## src/sv/ddpc_pkg.sv

```systemverilog
// ----------------------------------------------------------------------------
// ddpc_pkg
// Shared types and constants for the digit dominated prefix count block.
// ----------------------------------------------------------------------------
package ddpc_pkg;

   localparam int RADIX_BITS = 16;
   localparam int LIMIT_BITS = 32;
   localparam int UPPER_BITS = 32;
   localparam int DOM_BITS   = 33;
   localparam int OTHER_BITS = 32;

   localparam logic [0:0] CSR_RADIX = 1'b0;
   localparam logic [0:0] CSR_LIMIT = 1'b1;

   // Controller commands to the datapath.
   typedef struct packed {
      logic load;      // capture operands, start digit split
      logic div_step;  // one restoring-division bit step
      logic div_end;   // store remainders, advance digit
      logic wt_mul;    // set walk position to digit count
      logic acc_mul;   // pick times weight, accumulate
      logic out_load;  // load the result register
   } dp_cmd_type;

   // Datapath status to the controller.
   typedef struct packed {
      logic div_last;  // last bit of the current division
      logic split_done;// both quotients are zero
      logic walk_done; // digit walk reached its end
      logic rsp_busy;  // result register occupied and not taken
   } dp_stat_type;

endpackage

```

## src/sv/ddpc_ctrl.sv

```systemverilog
// ----------------------------------------------------------------------------
// ddpc_ctrl
// Controller that sequences the digit split and the digit walk.
// ----------------------------------------------------------------------------
module ddpc_ctrl
   import ddpc_pkg::*;
(
   input  logic        clock,
   input  logic        reset,
   input  logic        req_valid,
   output logic        req_stall,
   input  dp_stat_type stat,
   output dp_cmd_type  cmd
);

   typedef enum logic [5:0] {
      ST_IDLE = 6'b000001,
      ST_DIV  = 6'b000010,
      ST_DEND = 6'b000100,
      ST_WT   = 6'b001000,
      ST_ACC  = 6'b010000,
      ST_OUT  = 6'b100000
   } state_type;

   state_type state_ff, state_in;

   always_ff @(posedge clock) begin
      if (reset) begin
         state_ff <= ST_IDLE;
      end else begin
         state_ff <= state_in;
      end
   end

   assign req_stall = (state_ff != ST_IDLE);

   always_comb begin
      state_in = state_ff;
      cmd      = '0;
      case (state_ff)
         ST_IDLE: begin
            if (req_valid) begin
               cmd.load = 1'b1;
               state_in = ST_DIV;
            end
         end
         ST_DIV: begin
            cmd.div_step = 1'b1;
            if (stat.div_last) state_in = ST_DEND;
         end
         ST_DEND: begin
            cmd.div_end = 1'b1;
            if (stat.split_done) state_in = ST_WT;
            else state_in = ST_DIV;
         end
         ST_WT: begin
            cmd.wt_mul = 1'b1;
            state_in   = ST_ACC;
         end
         ST_ACC: begin
            cmd.acc_mul = 1'b1;
            if (stat.walk_done) state_in = ST_OUT;
         end
         ST_OUT: begin
            if (!stat.rsp_busy) begin
               cmd.out_load = 1'b1;
               state_in     = ST_IDLE;
            end
         end
         default: state_in = ST_IDLE;
      endcase
   end

endmodule

```

## src/sv/ddpc_dpath.sv

```systemverilog
// ----------------------------------------------------------------------------
// ddpc_dpath
// Datapath: bit-serial divider that splits y and m into digits, weight
// builder, and multiply-accumulate digit walk from the top digit down.
// ----------------------------------------------------------------------------
module ddpc_dpath
   import ddpc_pkg::*;
#(
   parameter int VALUE_BITS = 32
) (
   input  logic                  clock,
   input  logic                  reset,
   input  logic                  csr_write,
   input  logic [0:0]            csr_index,
   input  logic [LIMIT_BITS-1:0] csr_data,
   input  logic [UPPER_BITS-1:0] req_upper_value,
   input  logic                  rsp_stall,
   output logic                  rsp_valid,
   output logic [DOM_BITS-1:0]   rsp_dominated_count,
   output logic [OTHER_BITS-1:0] rsp_other_count,
   input  dp_cmd_type            cmd,
   output dp_stat_type           stat
);

   localparam int VB      = (VALUE_BITS < UPPER_BITS) ? VALUE_BITS : UPPER_BITS;
   localparam int ND      = VB;                 // radix >= 2 gives at most VB digits
   localparam int DW      = $clog2(ND);
   localparam int BW      = $clog2(VB);
   localparam int CW      = VB + 1;             // counts reach y + 1

   logic [RADIX_BITS-1:0] radix_ff;
   logic [LIMIT_BITS-1:0] limit_ff;

   always_ff @(posedge clock) begin
      if (reset) begin
         radix_ff <= RADIX_BITS'(2);
         limit_ff <= '0;
      end else if (csr_write) begin
         if (csr_index == CSR_RADIX) radix_ff <= csr_data[RADIX_BITS-1:0];
         else                        limit_ff <= csr_data;
      end
   end

   logic [RADIX_BITS-1:0] base;
   assign base = (radix_ff < RADIX_BITS'(2)) ? RADIX_BITS'(2) : radix_ff;

   // Digit stores: each entry written at a counter address and read at a
   // counter address, kept as plain registers with a digit count.
   logic [RADIX_BITS-1:0] yd_ff [ND];
   logic [RADIX_BITS-1:0] md_ff [ND];
   logic [VB-1:0]         yq_ff, mq_ff, y_ff;
   logic [RADIX_BITS:0]   yr_ff, mr_ff;
   logic [BW-1:0]         bit_ff;
   logic [DW:0]           nd_ff;     // digits produced
   logic [DW:0]           pos_ff;    // walk position + 1
   logic [CW-1:0]         wt_ff [ND];
   logic [CW-1:0]         wcur_ff;
   logic [CW-1:0]         acc_ff;
   logic                  stop_ff;
   logic                  rv_ff;
   logic [DOM_BITS-1:0]   dom_ff;
   logic [OTHER_BITS-1:0] oth_ff;

   // One restoring step for each operand.
   logic [RADIX_BITS:0] ytr, mtr;
   logic                yge, mge;
   assign ytr = {yr_ff[RADIX_BITS-1:0], yq_ff[VB-1]};
   assign mtr = {mr_ff[RADIX_BITS-1:0], mq_ff[VB-1]};
   assign yge = ytr >= {1'b0, base};
   assign mge = mtr >= {1'b0, base};

   // Walk digit selection.
   logic [DW-1:0]         wpos;
   logic [RADIX_BITS-1:0] yi, mi;
   logic [RADIX_BITS:0]   mi1, pick;
   logic [CW-1:0]         prod;
   logic [CW+RADIX_BITS:0] wprod;
   assign wpos = DW'(pos_ff - 1'b1);
   assign yi   = yd_ff[wpos];
   assign mi   = md_ff[wpos];
   assign mi1  = {1'b0, mi} + 1'b1;
   assign pick = ({1'b0, yi} < mi1) ? {1'b0, yi} : mi1;
   assign prod = CW'(pick * wt_ff[wpos]);
   // Weight of the next digit: current weight times (m digit just split + 1).
   assign wprod = wcur_ff * {1'b0, mr_ff[RADIX_BITS-1:0]} + {1'b0, wcur_ff};

   logic [CW-1:0] acc_next;
   logic          stop_next;
   assign acc_next  = acc_ff + prod;
   assign stop_next = yi > mi;

   assign stat.div_last   = (bit_ff == BW'(VB - 1));
   assign stat.split_done = (yq_ff == '0) && (mq_ff == '0);
   assign stat.walk_done  = stop_next || (pos_ff == (DW+1)'(1));
   assign stat.rsp_busy   = rv_ff && rsp_stall;

   always_ff @(posedge clock) begin
      if (cmd.load) begin
         yq_ff  <= req_upper_value[VB-1:0];
         y_ff   <= req_upper_value[VB-1:0];
         mq_ff  <= limit_ff[VB-1:0];
         yr_ff  <= '0;
         mr_ff  <= '0;
         bit_ff <= '0;
         nd_ff  <= '0;
         acc_ff <= '0;
         stop_ff <= 1'b0;
         wcur_ff <= CW'(1);
      end
      if (cmd.div_step) begin
         yr_ff  <= yge ? ytr - {1'b0, base} : ytr;
         mr_ff  <= mge ? mtr - {1'b0, base} : mtr;
         yq_ff  <= {yq_ff[VB-2:0], yge};
         mq_ff  <= {mq_ff[VB-2:0], mge};
         bit_ff <= bit_ff + 1'b1;
      end
      if (cmd.div_end) begin
         yd_ff[nd_ff[DW-1:0]] <= yr_ff[RADIX_BITS-1:0];
         md_ff[nd_ff[DW-1:0]] <= mr_ff[RADIX_BITS-1:0];
         wt_ff[nd_ff[DW-1:0]] <= wcur_ff;
         wcur_ff <= wprod[CW-1:0];
         nd_ff  <= nd_ff + 1'b1;
         yr_ff  <= '0;
         mr_ff  <= '0;
         bit_ff <= '0;
      end
      if (cmd.wt_mul) begin
         pos_ff <= nd_ff;
      end
      if (cmd.acc_mul) begin
         acc_ff  <= acc_next;
         stop_ff <= stop_next;
         if (!stop_next) pos_ff <= pos_ff - 1'b1;
      end
   end

   // Result: add one when the walk never stopped.
   logic [CW-1:0] hit;
   logic [CW-1:0] y1;
   assign hit = stop_ff ? acc_ff : acc_ff + CW'(1);
   assign y1  = {1'b0, y_ff} + CW'(1);

   always_ff @(posedge clock) begin
      if (reset) begin
         rv_ff <= 1'b0;
      end else if (cmd.out_load) begin
         rv_ff <= 1'b1;
      end else if (!rsp_stall) begin
         rv_ff <= 1'b0;
      end
   end
   always_ff @(posedge clock) begin
      if (cmd.out_load) begin
         dom_ff <= DOM_BITS'(hit);
         oth_ff <= OTHER_BITS'(y1 - hit);
      end
   end

   assign rsp_valid           = rv_ff;
   assign rsp_dominated_count = dom_ff;
   assign rsp_other_count     = oth_ff;

endmodule

```

## src/sv/digit_dominated_prefix_count_top.sv

```systemverilog
// ----------------------------------------------------------------------------
// digit_dominated_prefix_count_top
// Counts x in 0..y whose base-p digits are all at most those of a limit m.
// ----------------------------------------------------------------------------
// Usage:
// The csr_ port writes radix (index 0) and limit_value (index 1); write
// only while no transaction is in flight. A radix of 0 or 1 acts as 2.
// A req_ transaction carries upper value y; one rsp_ transaction follows
// with the dominated count and its complement (y + 1) minus that count.
// Operation: each digit comes from the bit-serial restoring divider, which
// splits both operands in parallel (ST_DIV steps, then ST_DEND) and builds
// the digit weights; the multiply-accumulate pass then walks the digits
// from the top down. One transaction is processed at a time, so req_stall
// stays high from acceptance until the result is loaded.
// The result sits in an output register; a new request is taken while it
// waits for the receiver. If rsp_stall holds, the next result waits in the
// controller until the register frees. Reset returns radix to 2, limit to
// 0 and drops all pending work.
// ----------------------------------------------------------------------------
module digit_dominated_prefix_count_top
   import ddpc_pkg::*;
#(
   parameter int VALUE_BITS = 32
) (
   input  logic                  clock,
   input  logic                  reset,
   input  logic                  csr_write,
   input  logic [0:0]            csr_index,
   input  logic [LIMIT_BITS-1:0] csr_data,
   input  logic                  req_valid,
   output logic                  req_stall,
   input  logic [UPPER_BITS-1:0] req_upper_value,
   output logic                  rsp_valid,
   input  logic                  rsp_stall,
   output logic [DOM_BITS-1:0]   rsp_dominated_count,
   output logic [OTHER_BITS-1:0] rsp_other_count
);

   dp_cmd_type  cmd;
   dp_stat_type stat;

   // Sequencer for split, weight and walk phases.
   ddpc_ctrl u_ctrl (
      .clock     (clock),
      .reset     (reset),
      .req_valid (req_valid),
      .req_stall (req_stall),
      .stat      (stat),
      .cmd       (cmd)
   );

   // Registers, divider, digit stores and accumulator.
   ddpc_dpath #(.VALUE_BITS(VALUE_BITS)) u_dpath (
      .clock               (clock),
      .reset               (reset),
      .csr_write           (csr_write),
      .csr_index           (csr_index),
      .csr_data            (csr_data),
      .req_upper_value     (req_upper_value),
      .rsp_stall           (rsp_stall),
      .rsp_valid           (rsp_valid),
      .rsp_dominated_count (rsp_dominated_count),
      .rsp_other_count     (rsp_other_count),
      .cmd                 (cmd),
      .stat                (stat)
   );

`ifndef SYNTHESIS
   // A result is only loaded when the output register is free.
   a_no_overwrite: assert property (@(posedge clock) disable iff (reset)
      cmd.out_load |-> !(rsp_valid && rsp_stall))
      else $error("result register overwritten");
   // A valid result never carries a dominated count of zero.
   a_count_nonzero: assert property (@(posedge clock) disable iff (reset)
      rsp_valid |-> rsp_dominated_count != '0)
      else $error("dominated count zero");
   // A new request is never taken while the datapath is busy.
   a_one_item: assert property (@(posedge clock) disable iff (reset)
      (req_valid && !req_stall) |=> req_stall)
      else $error("second item accepted");
`endif

endmodule

```

## config.mk

```make
export PLATFORM = sky130hd
export DESIGN_NAME = digit_dominated_prefix_count_top
export DESIGN_NICKNAME = d
export VERILOG_FILES = /design/src/sv/ddpc_pkg.sv /design/src/sv/ddpc_ctrl.sv /design/src/sv/ddpc_dpath.sv /design/src/sv/digit_dominated_prefix_count_top.sv
export SDC_FILE = /design/constraint.sdc
export NUM_CORES = 2
export LEC_CHECK = 0
export BUFFER_PORTS_ARGS = -buffer_cell sky130_fd_sc_hd__clkbuf_2
export CAP_MARGIN = 20
export CORE_ASPECT_RATIO = 1.1
export CORE_MARGIN = 5
export CORE_UTILIZATION = 38
export CTS_BUF_LIST = sky130_fd_sc_hd__clkbuf_4 sky130_fd_sc_hd__clkbuf_8 sky130_fd_sc_hd__clkbuf_16
export CTS_CLUSTER_SIZE = 12
export DETAILED_ROUTE_END_ITERATION = 8
export PLACE_DENSITY = 0.62
export SLEW_MARGIN = 20
export SYNTH_ARGS = -nofsm -noshare
export SYNTH_HDL_FRONTEND = slang
export SYNTH_SLANG_ARGS = --single-unit
export TNS_END_PERCENT = 30
```

## constraint.sdc

```tcl
create_clock -name clock -period 18.05 [get_ports clock]
set_input_delay 0.9025 -clock clock [delete_from_list [all_inputs] [get_ports clock]]
set_output_delay 0.9025 -clock clock [all_outputs]
set_load 0.02 [all_outputs]
```

---- After elaboration in Yosys (flattened, before gate mapping) ----
Memories as Yosys holds them, arrays and structs flattened.
Cells that the tools add are included.
storage, ports and cells
  register bits after elaboration ......... 332
  memory bits (writable) .................. 2,080
  input bits .............................. 70
  output and inout port bits .............. 67
  logic and storage cells ................. 107
  memories ................................ 3
memory list
  memory         words  bits a word  read ports  clocked after memory_dff  wr ports  RTL line          source
  u_dpath.wt_ff  32     33           1           0                         1         ddpc_dpath.sv:56  logic [CW-1:0] wt_ff [ND];
  u_dpath.md_ff  32     16           1           0                         1         ddpc_dpath.sv:50  logic [RADIX_BITS-1:0] md_ff [ND];
  u_dpath.yd_ff  32     16           1           0                         1         ddpc_dpath.sv:49  logic [RADIX_BITS-1:0] yd_ff [ND];
operators by class
  $add $sub $neg .......................... 11
  multipliers ............................. 2
  order comparisons ....................... 5
  eq/ne operators ......................... 14
  muxes and demuxes ....................... 43
  bitwise gates (word level) .............. 1
  reduce and logical (&&, ||, !) cells .... 11
operators with widths
  operator                                                                       count
  33-bit two-way mux                                                             5
  32-bit two-way mux                                                             4
  16-bit two-way mux                                                             6
  33-bit adder                                                                   2
  32-bit logical NOT                                                             2
  6-bit two-way mux                                                              9
  6-bit one-hot mux with 6 select lines                                          1
  17-bit by 16-bit >= comparator with 1-bit output                               2
  33-bit by 1-bit adder with 33-bit output, second input constant                1
  17-bit by 33-bit multiplier with 33-bit output                                 1
  33-bit by 16-bit multiplier with 33-bit output                                 1
  32-bit by 1-bit adder with 32-bit output, second input constant                1
  16-bit subtractor                                                              2
  32-bit subtractor                                                              1
  16-bit by 1-bit adder with 17-bit output, second input constant                1
  16-bit by 17-bit less-than comparator with 1-bit output                        1
  17-bit two-way mux                                                             1
  16-bit greater-than comparator                                                 1
  16-bit by 2-bit less-than comparator with 1-bit output, second input constant  1
  1-bit two-way mux                                                              14
  6-bit by 1-bit == test with 1-bit output, second input constant                2
  5-bit two-way mux                                                              2
  2-bit inequality test, second input constant                                   4
  6-bit by 1-bit adder with 6-bit output, second input constant                  1
  17 further kinds                                                               21

---- Logic depth before layout (Yosys ltp) ----
An unclocked memory read counts as a cell.
  depth after elaboration ................. 8
  depth in mapped cells ................... 69
  depth with buffers taken out ............ 47

---- Hierarchy ----
Synthesis repeated with hierarchy kept, for this count alone.
unflattened totals
  cell total of the unflattened synthesis .. 7,761
  area, all modules ....................... 123,069.3 sq um
modules (own cells, without submodules)
  module      instances  cells an instance  area an instance (sq um)
  ddpc_dpath  1          7,712              122,663.9
  ddpc_ctrl   1          49                 405.4

---- Worst setup path before layout ----
Ideal clock, no wire load.
  path kind ............................... register -> register
  start point ............................. register u_dpath.pos_ff[0]
  end point ............................... register u_dpath.acc_ff[32] (data pin)
  arrival time ............................ 14,285 ps
  required time ........................... 17,784 ps
  slack ................................... 3,499 ps
  stages on the path, launching flop included .. 67
  path buffers ............................ 26
  clock period less this slack ............ 14,551 ps
  cells stage by stage .................... dfxtp_1 buf_6 buf_12 buf_12 buf_12 buf_12 buf_8 buf_6 buf_6 buf_6 buf_6 buf_6 buf_4 buf_2 buf_2 buf_2 inv_1 ha_1 [... 31 more ...] fa_1 inv_1 fa_1 inv_1 ha_1 a21o_1 a21oi_1 nand2_1 o31a_1 o41a_1 a31oi_1 nor2b_1 o21a_1 o21a_1 o31ai_1 a21oi_1 xor2_1 nor2_1
between the ends
  cells in the longest elaborated chain, start to end .. 8
  elaborated cells on any way between the ends .. 10
  those cells by class .................... add/sub (3); mul (1); order compare (1); mux (2); memory (3)
RTL lines
  item                                                     RTL line           source
  start: declaration                                       ddpc_dpath.sv:55   logic [DW:0] pos_ff;
  start signal: assignment                                 ddpc_dpath.sv:128  pos_ff <= nd_ff;
  start signal: assignment                                 ddpc_dpath.sv:133  if (!stop_next) pos_ff <= pos_ff - 1'b1;
  6-bit by 1-bit subtractor with 6-bit output *            ddpc_dpath.sv:78   assign wpos = DW'(pos_ff - 1'b1);
  memory 32 x 16 bit                                       -
  16-bit by 1-bit adder with 17-bit output                 ddpc_dpath.sv:81   assign mi1 = {1'b0, mi} + 1'b1;
  16-bit by 17-bit less-than comparator with 1-bit output  ddpc_dpath.sv:82   assign pick = ({1'b0, yi} < mi1) ? {1'b0, yi} : mi1;
  17-bit two-way mux                                       ddpc_dpath.sv:82
  17-bit by 33-bit multiplier with 33-bit output *         ddpc_dpath.sv:83   assign prod = CW'(pick * wt_ff[wpos]);
  33-bit adder *                                           ddpc_dpath.sv:89   assign acc_next = acc_ff + prod;
  33-bit two-way mux *                                     ddpc_dpath.sv:130  if (cmd.acc_mul) begin
  end signal: assignment                                   ddpc_dpath.sv:131  acc_ff <= acc_next;
  end: declaration                                         ddpc_dpath.sv:58   logic [CW-1:0] acc_ff;
Every way passes the cells marked *; elsewhere a longest branch is shown, timed or not.
A chain may end at the register's enable or synchronous reset.

---- Worst setup path in the final report ----
Same ends and word-level chain as after synthesis.

==> implementation parameters <==
Parameter                              Value

Synthesis
  Total of warnings raised by yosys ... 0
  Number of enable flip-flop cells after synthesis ... approximately 2,300
  Simple-Gate Fraction of Synth Area ... 0.0681
  Gate Count Post-Synth ... between 7,000 and 8,000
  Number of storage elements in the synthesis netlist ... roughly 2,400
  Share of async-settable or async-resettable flops after synthesis ... 0
  Most frequently used flop master after synthesis ... sky130_fd_sc_hd__edfxtp_1
  Compound-gate portion of the synthesized area ... 0.0236
  Portion of the post-synthesis area used by sequential elements ... 0.583
  Parity-gate share of the synthesized area counting xor and xnor cells ... 0.0141
  Largest family of logic cells by synthesized area ... adder cells
  Library cells used by synthesis ... 91
  Arithmetic-cell share of the synthesized area counting full adders, half adders and majority gates ... 0.144
  Share of synthesized area spent on multiplexers ... 0.122
  Mapped cell area ... about 120,000 µm²
  Average instance area after synthesis ... around 16 µm²

Finish
  Core Util, Final ... 0.428
  Layout cell share with drive strength beyond 1 ... 0.209
  Combined area of the multi-input logic cells ... roughly 46,000 µm²
  Filler Cell Count ... ~28,000
  Area taken by flip-flops and latches ... slightly above 70,000 µm²
  Layout overhead on the synthesized area ... 12.0%
  Post-layout nets ... slightly above 9,000

Place
  HPWL reported at the end of detailed placement ... around 200,000 µm
  Worst slack after detailed placement ... roughly 3600 ps
  Total of buffers placed on input and output ports ... 136
  Final weighted congestion in routability-driven placement ... approximately 0.85

Clock tree
  Count of buffers added by post-CTS timing repair for setup ... 0
  TritonCTS clock tree ... yes
  Number of buffers on the longest clock path ... 4
  Clock latency on the worst-skew pair ... 840 ps
  Clock net sink count ... 2,412
  Clock tree root driver cell ... sky130_fd_sc_hd__clkbuf_16
  Cts-stage hold buffer count ... 0
  Clock transition at path regs ... about 60 ps
  Number of cells upsized or downsized after cts ... 0
  Number of buffers inserted during clock tree synthesis ... ~270
  CTS H-tree lvls ... 5

Critical path
  Worst setup SP type ... flop
  Crit-path max cell delay ... a little under 1000 ps
  Worst EP arrival ... roughly 15,000 ps
  Critical setup path kind ... flop to flop
  Critical path required time ... around 19,000 ps
  Cell with the largest stage delay on the worst path ... sky130_fd_sc_hd__ha_4
  Largest fanout on the critical path ... 58
  Crit. End Element ... flop

Timing
  Setup tns final ... 0 ps
  Final count of negative-setup-slack endpoints ... 0
  Max-Slew Margin vs Limit ... 0.220
  Max Clock Skew ... just under 60 ps
  Final worst setup slack ... ~3500 ps
  Final Max Tran Viols ... 0
  Highest attainable clock frequency ... around 70 MHz
  Setup repair after global routing missed its margin ... no
  Minimum period implied by the final worst setup slack ... approximately 15,000 ps
  Final clock period utilization by the worst path ... 0.804
  Final Hold Viols ... 0
  Actual transition at the worst max-transition pin ... 1170 ps

Global route
  Via count of the first global-routing pass ... around 72,000
  Wire length of the first global-routing pass ... slightly below 500,000 µm
  Antenna violations before repair ... 7
  Overall routing resource usage ... 0.197
  Maximum number of pins on one net before global-route repair ... 86
  Global route total overflow ... 0

Detailed routing
  Mean routed wirelength per cell ... approximately 26 µm
  Vias post-DR ... 68,331
  DR vias/cell ... between 5 and 6
  Sum of met2 wire segment lengths after detailed routing ... ~170,000 µm
  ANT nets after route ... 0
  Routed length on met1 ... roughly 130,000 µm
  Number of detailed-routing iterations run before antenna repair ... 6
  Sum of met3 wire segment lengths after detailed routing ... 22,600 µm
  Number of DRC violations after detailed-routing iteration 0 ... about 6,400
  DRC viols ... 0
  Top routing layer used ... met5
  Total wirelength of the detailed-routed design ... around 330,000 µm

Power
  Power density cells ... 146 nW/µm²
  Internal Pwr Total ... 13.0 mW
  Net switching power of the design ... slightly above 7 mW
  Share of power burned in registers ... 0.346
  Net switching fraction of the power ... 0.355
  Power share of the clock group ... 0.259
  Proportion of power drawn by combinational gates ... 0.395
  Worst voltage drop across the vdd grid ... 0.000187 V
  Pleak ... about 48 nW

Min path
  Hold/Removal Path Class ... input port to flop

Floorplan
  Chip width ... approximately 550 µm
  Count of boundary I/O pins ... 137
  DIE HEIGHT ... between 600 and 700 µm
  Number of placement rows ... around 220
  Die area ... between 300,000 and 400,000 µm²
  Effective utilization at floorplan ... 0.382
  Core Footprint ... approximately 320,000 µm²

Flow run
  Max-Cap Viols ... 0

Status
  Status ... finished clean
## flip-flops by register name, summed over array words and instances (netlist names), 32 cells and up
| signal | cells |
|---|---|
| u_dpath.acc_ff | 33 |
| u_dpath.limit_ff | 32 |
| u_dpath.md_ff | 512 |
| u_dpath.mq_ff | 32 |
| u_dpath.rsp_dominated_count | 33 |
| u_dpath.rsp_other_count | 32 |
| u_dpath.wcur_ff | 33 |
| u_dpath.wt_ff | 1056 |
| u_dpath.y_ff | 32 |
| u_dpath.yd_ff | 512 |
| u_dpath.yq_ff | 32 |
## Yosys cell counts, types with 6 or more instances
library cell               instances  area [µm²]
sky130_fd_sc_hd__a211oi_1         11        82.6
sky130_fd_sc_hd__a21boi_0         17         128
sky130_fd_sc_hd__a21o_1           25         188
sky130_fd_sc_hd__a21oi_1         137         686
sky130_fd_sc_hd__a31oi_1          17         106
sky130_fd_sc_hd__and2_1          106         663
sky130_fd_sc_hd__and3_1           17         106
sky130_fd_sc_hd__buf_1            12        45.0
sky130_fd_sc_hd__buf_12            6         120
sky130_fd_sc_hd__buf_2            61         305
sky130_fd_sc_hd__buf_4            22         165
sky130_fd_sc_hd__buf_6            32         360
sky130_fd_sc_hd__clkbuf_1        224         841
sky130_fd_sc_hd__dfxtp_1          98        1960
sky130_fd_sc_hd__edfxtp_1       2314       69500
sky130_fd_sc_hd__fa_1            717       14400
sky130_fd_sc_hd__ha_1            268        3350
sky130_fd_sc_hd__inv_1           943        3540
sky130_fd_sc_hd__mux2_2           21         236
sky130_fd_sc_hd__mux2i_1          68         681
sky130_fd_sc_hd__mux4_2          621       14000
sky130_fd_sc_hd__nand2_1         793        2980
sky130_fd_sc_hd__nand2b_1         46         288
sky130_fd_sc_hd__nand3_1          42         210
sky130_fd_sc_hd__nand3b_1         11        82.6
sky130_fd_sc_hd__nand4_1          26         163
sky130_fd_sc_hd__nor2_1          394        1480
sky130_fd_sc_hd__nor2b_1          31         194
sky130_fd_sc_hd__nor3_1           43         215
sky130_fd_sc_hd__nor3b_1          15         113
sky130_fd_sc_hd__nor4_1           34         213
sky130_fd_sc_hd__o21a_1           23         173
sky130_fd_sc_hd__o21ai_0         112         561
sky130_fd_sc_hd__o21bai_1         11        82.6
sky130_fd_sc_hd__o311ai_0         13         114
sky130_fd_sc_hd__o311ai_1          9        78.8
sky130_fd_sc_hd__o31a_1            6        52.6
sky130_fd_sc_hd__or2_2           212        1330
sky130_fd_sc_hd__or3_1             9        56.3
sky130_fd_sc_hd__xnor2_1         130        1140
sky130_fd_sc_hd__xor2_1           50         438
## metal layers
layer | track usage | vias up
met5 | 0 | -
met4 | 0.0553 | 2
met3 | 0.0273 | 579
met2 | 0.341 | 2646
met1 | 0.261 | 36514
li1 | - | 28590
## power by group through the flow
stage	Clock (mW)	Sequential [mW]	Combinational, mW
6_report	5.20	6.95	7.94
3_5_place_dp	0	7.07	7.88
2_1_floorplan	0	7.10	5.71
5_1_grt	5.52	6.97	9.00
4_1_cts	5.29	6.96	7.98
3_3_place_gp	0	7.06	7.78
## cell type report
| type | count | share of cell area |
|---|---|---|
| Sequential cell | 2412 | 0.521 |
| Multi-Input combinational cell | 4149 | 0.337 |
| Clock buffer | 351 | 0.0544 |
| Tap cell | 4290 | 0.0391 |
| Inverter | 944 | 0.0258 |
| Timing Repair Buffer | 349 | 0.0172 |
| Clock inverter | 83 | 0.00539 |
| Antenna cell | 4 | 0.0000729 |
## placed cells by master, fill, tap and decap left out, types with 41 or more instances in the layout
cell / netlist / final
sky130_fd_sc_hd__nand2_1: 793 / 791
sky130_fd_sc_hd__nor2_1: 394 / 360
sky130_fd_sc_hd__mux2i_1: 68 / 51
sky130_fd_sc_hd__inv_1: 943 / 943
sky130_fd_sc_hd__xor2_1: 50 / 50
sky130_fd_sc_hd__xnor2_1: 130 / 129
sky130_fd_sc_hd__nand3_1: 42 / 42
sky130_fd_sc_hd__clkbuf_16: 0 / 273
sky130_fd_sc_hd__buf_4: 22 / 206
sky130_fd_sc_hd__nor3_1: 43 / 43
sky130_fd_sc_hd__o21ai_0: 112 / 112
sky130_fd_sc_hd__clkbuf_2: 0 / 136
sky130_fd_sc_hd__clkinv_1: 0 / 41
sky130_fd_sc_hd__clkbuf_4: 0 / 71
sky130_fd_sc_hd__nand2b_1: 46 / 46
sky130_fd_sc_hd__edfxtp_1: 2314 / 2314
sky130_fd_sc_hd__mux4_2: 621 / 621
sky130_fd_sc_hd__fa_1: 717 / 717
sky130_fd_sc_hd__dfxtp_1: 98 / 71
sky130_fd_sc_hd__and2_1: 106 / 105
sky130_fd_sc_hd__or2_2: 212 / 212
sky130_fd_sc_hd__ha_1: 268 / 267
sky130_fd_sc_hd__a21oi_1: 137 / 135
## stage by stage
step                      std cells  power [mW]  instance area (µm²)  hold slack [ps]
after floorplan                7865        12.8               123000              426
after global placement        12140        14.8               129000              446
after detailed placement      12140        15.0               129000              447
after CTS                     12574        20.2               137000              161
after global routing          12579        21.5               137000              192
final                         12582        20.1               137000              239
## cell families after synthesis
kind of cell / Yosys count
muxes: 716
adders and majority gates: 985
and+or+nand+nor: 1803
buffers and inverters: 1304
AOI/OAI and AO/OA: 439
other: 2
xor gates and xnor gates: 188
DFF: 2412
## final timing paths
check	startpoint	endpoint	slack [ps]	cells past startpoint
min reg2reg	u_dpath.limit_ff[29]$_SDFFE_PP0P_	u_dpath.limit_ff[29]$_SDFFE_PP0P_	460	2
max reg2reg	u_dpath.pos_ff[0]$_DFF_P_	u_dpath.acc_ff[32]$_SDFFCE_PN0P_	3540	44
max	u_dpath.pos_ff[0]$_DFF_P_	u_dpath.acc_ff[32]$_SDFFCE_PN0P_	3540	44
min	req_upper_value[11]	u_dpath.y_ff[11]$_DFFE_PP_	240	1
## critical path: cells and delay by family, from the launching register on
kind / cells / cell delay, ps
adders and majority gates: 10 / 4870
AOI/OAI and AO/OA: 15 / 3660
muxes: 3 / 1610
and+or+nand+nor: 7 / 1440
buffers and inverters: 7 / 1230
DFF: 1 / 870
xor gates and xnor gates: 2 / 470
(Power assumes the default switching activity.)
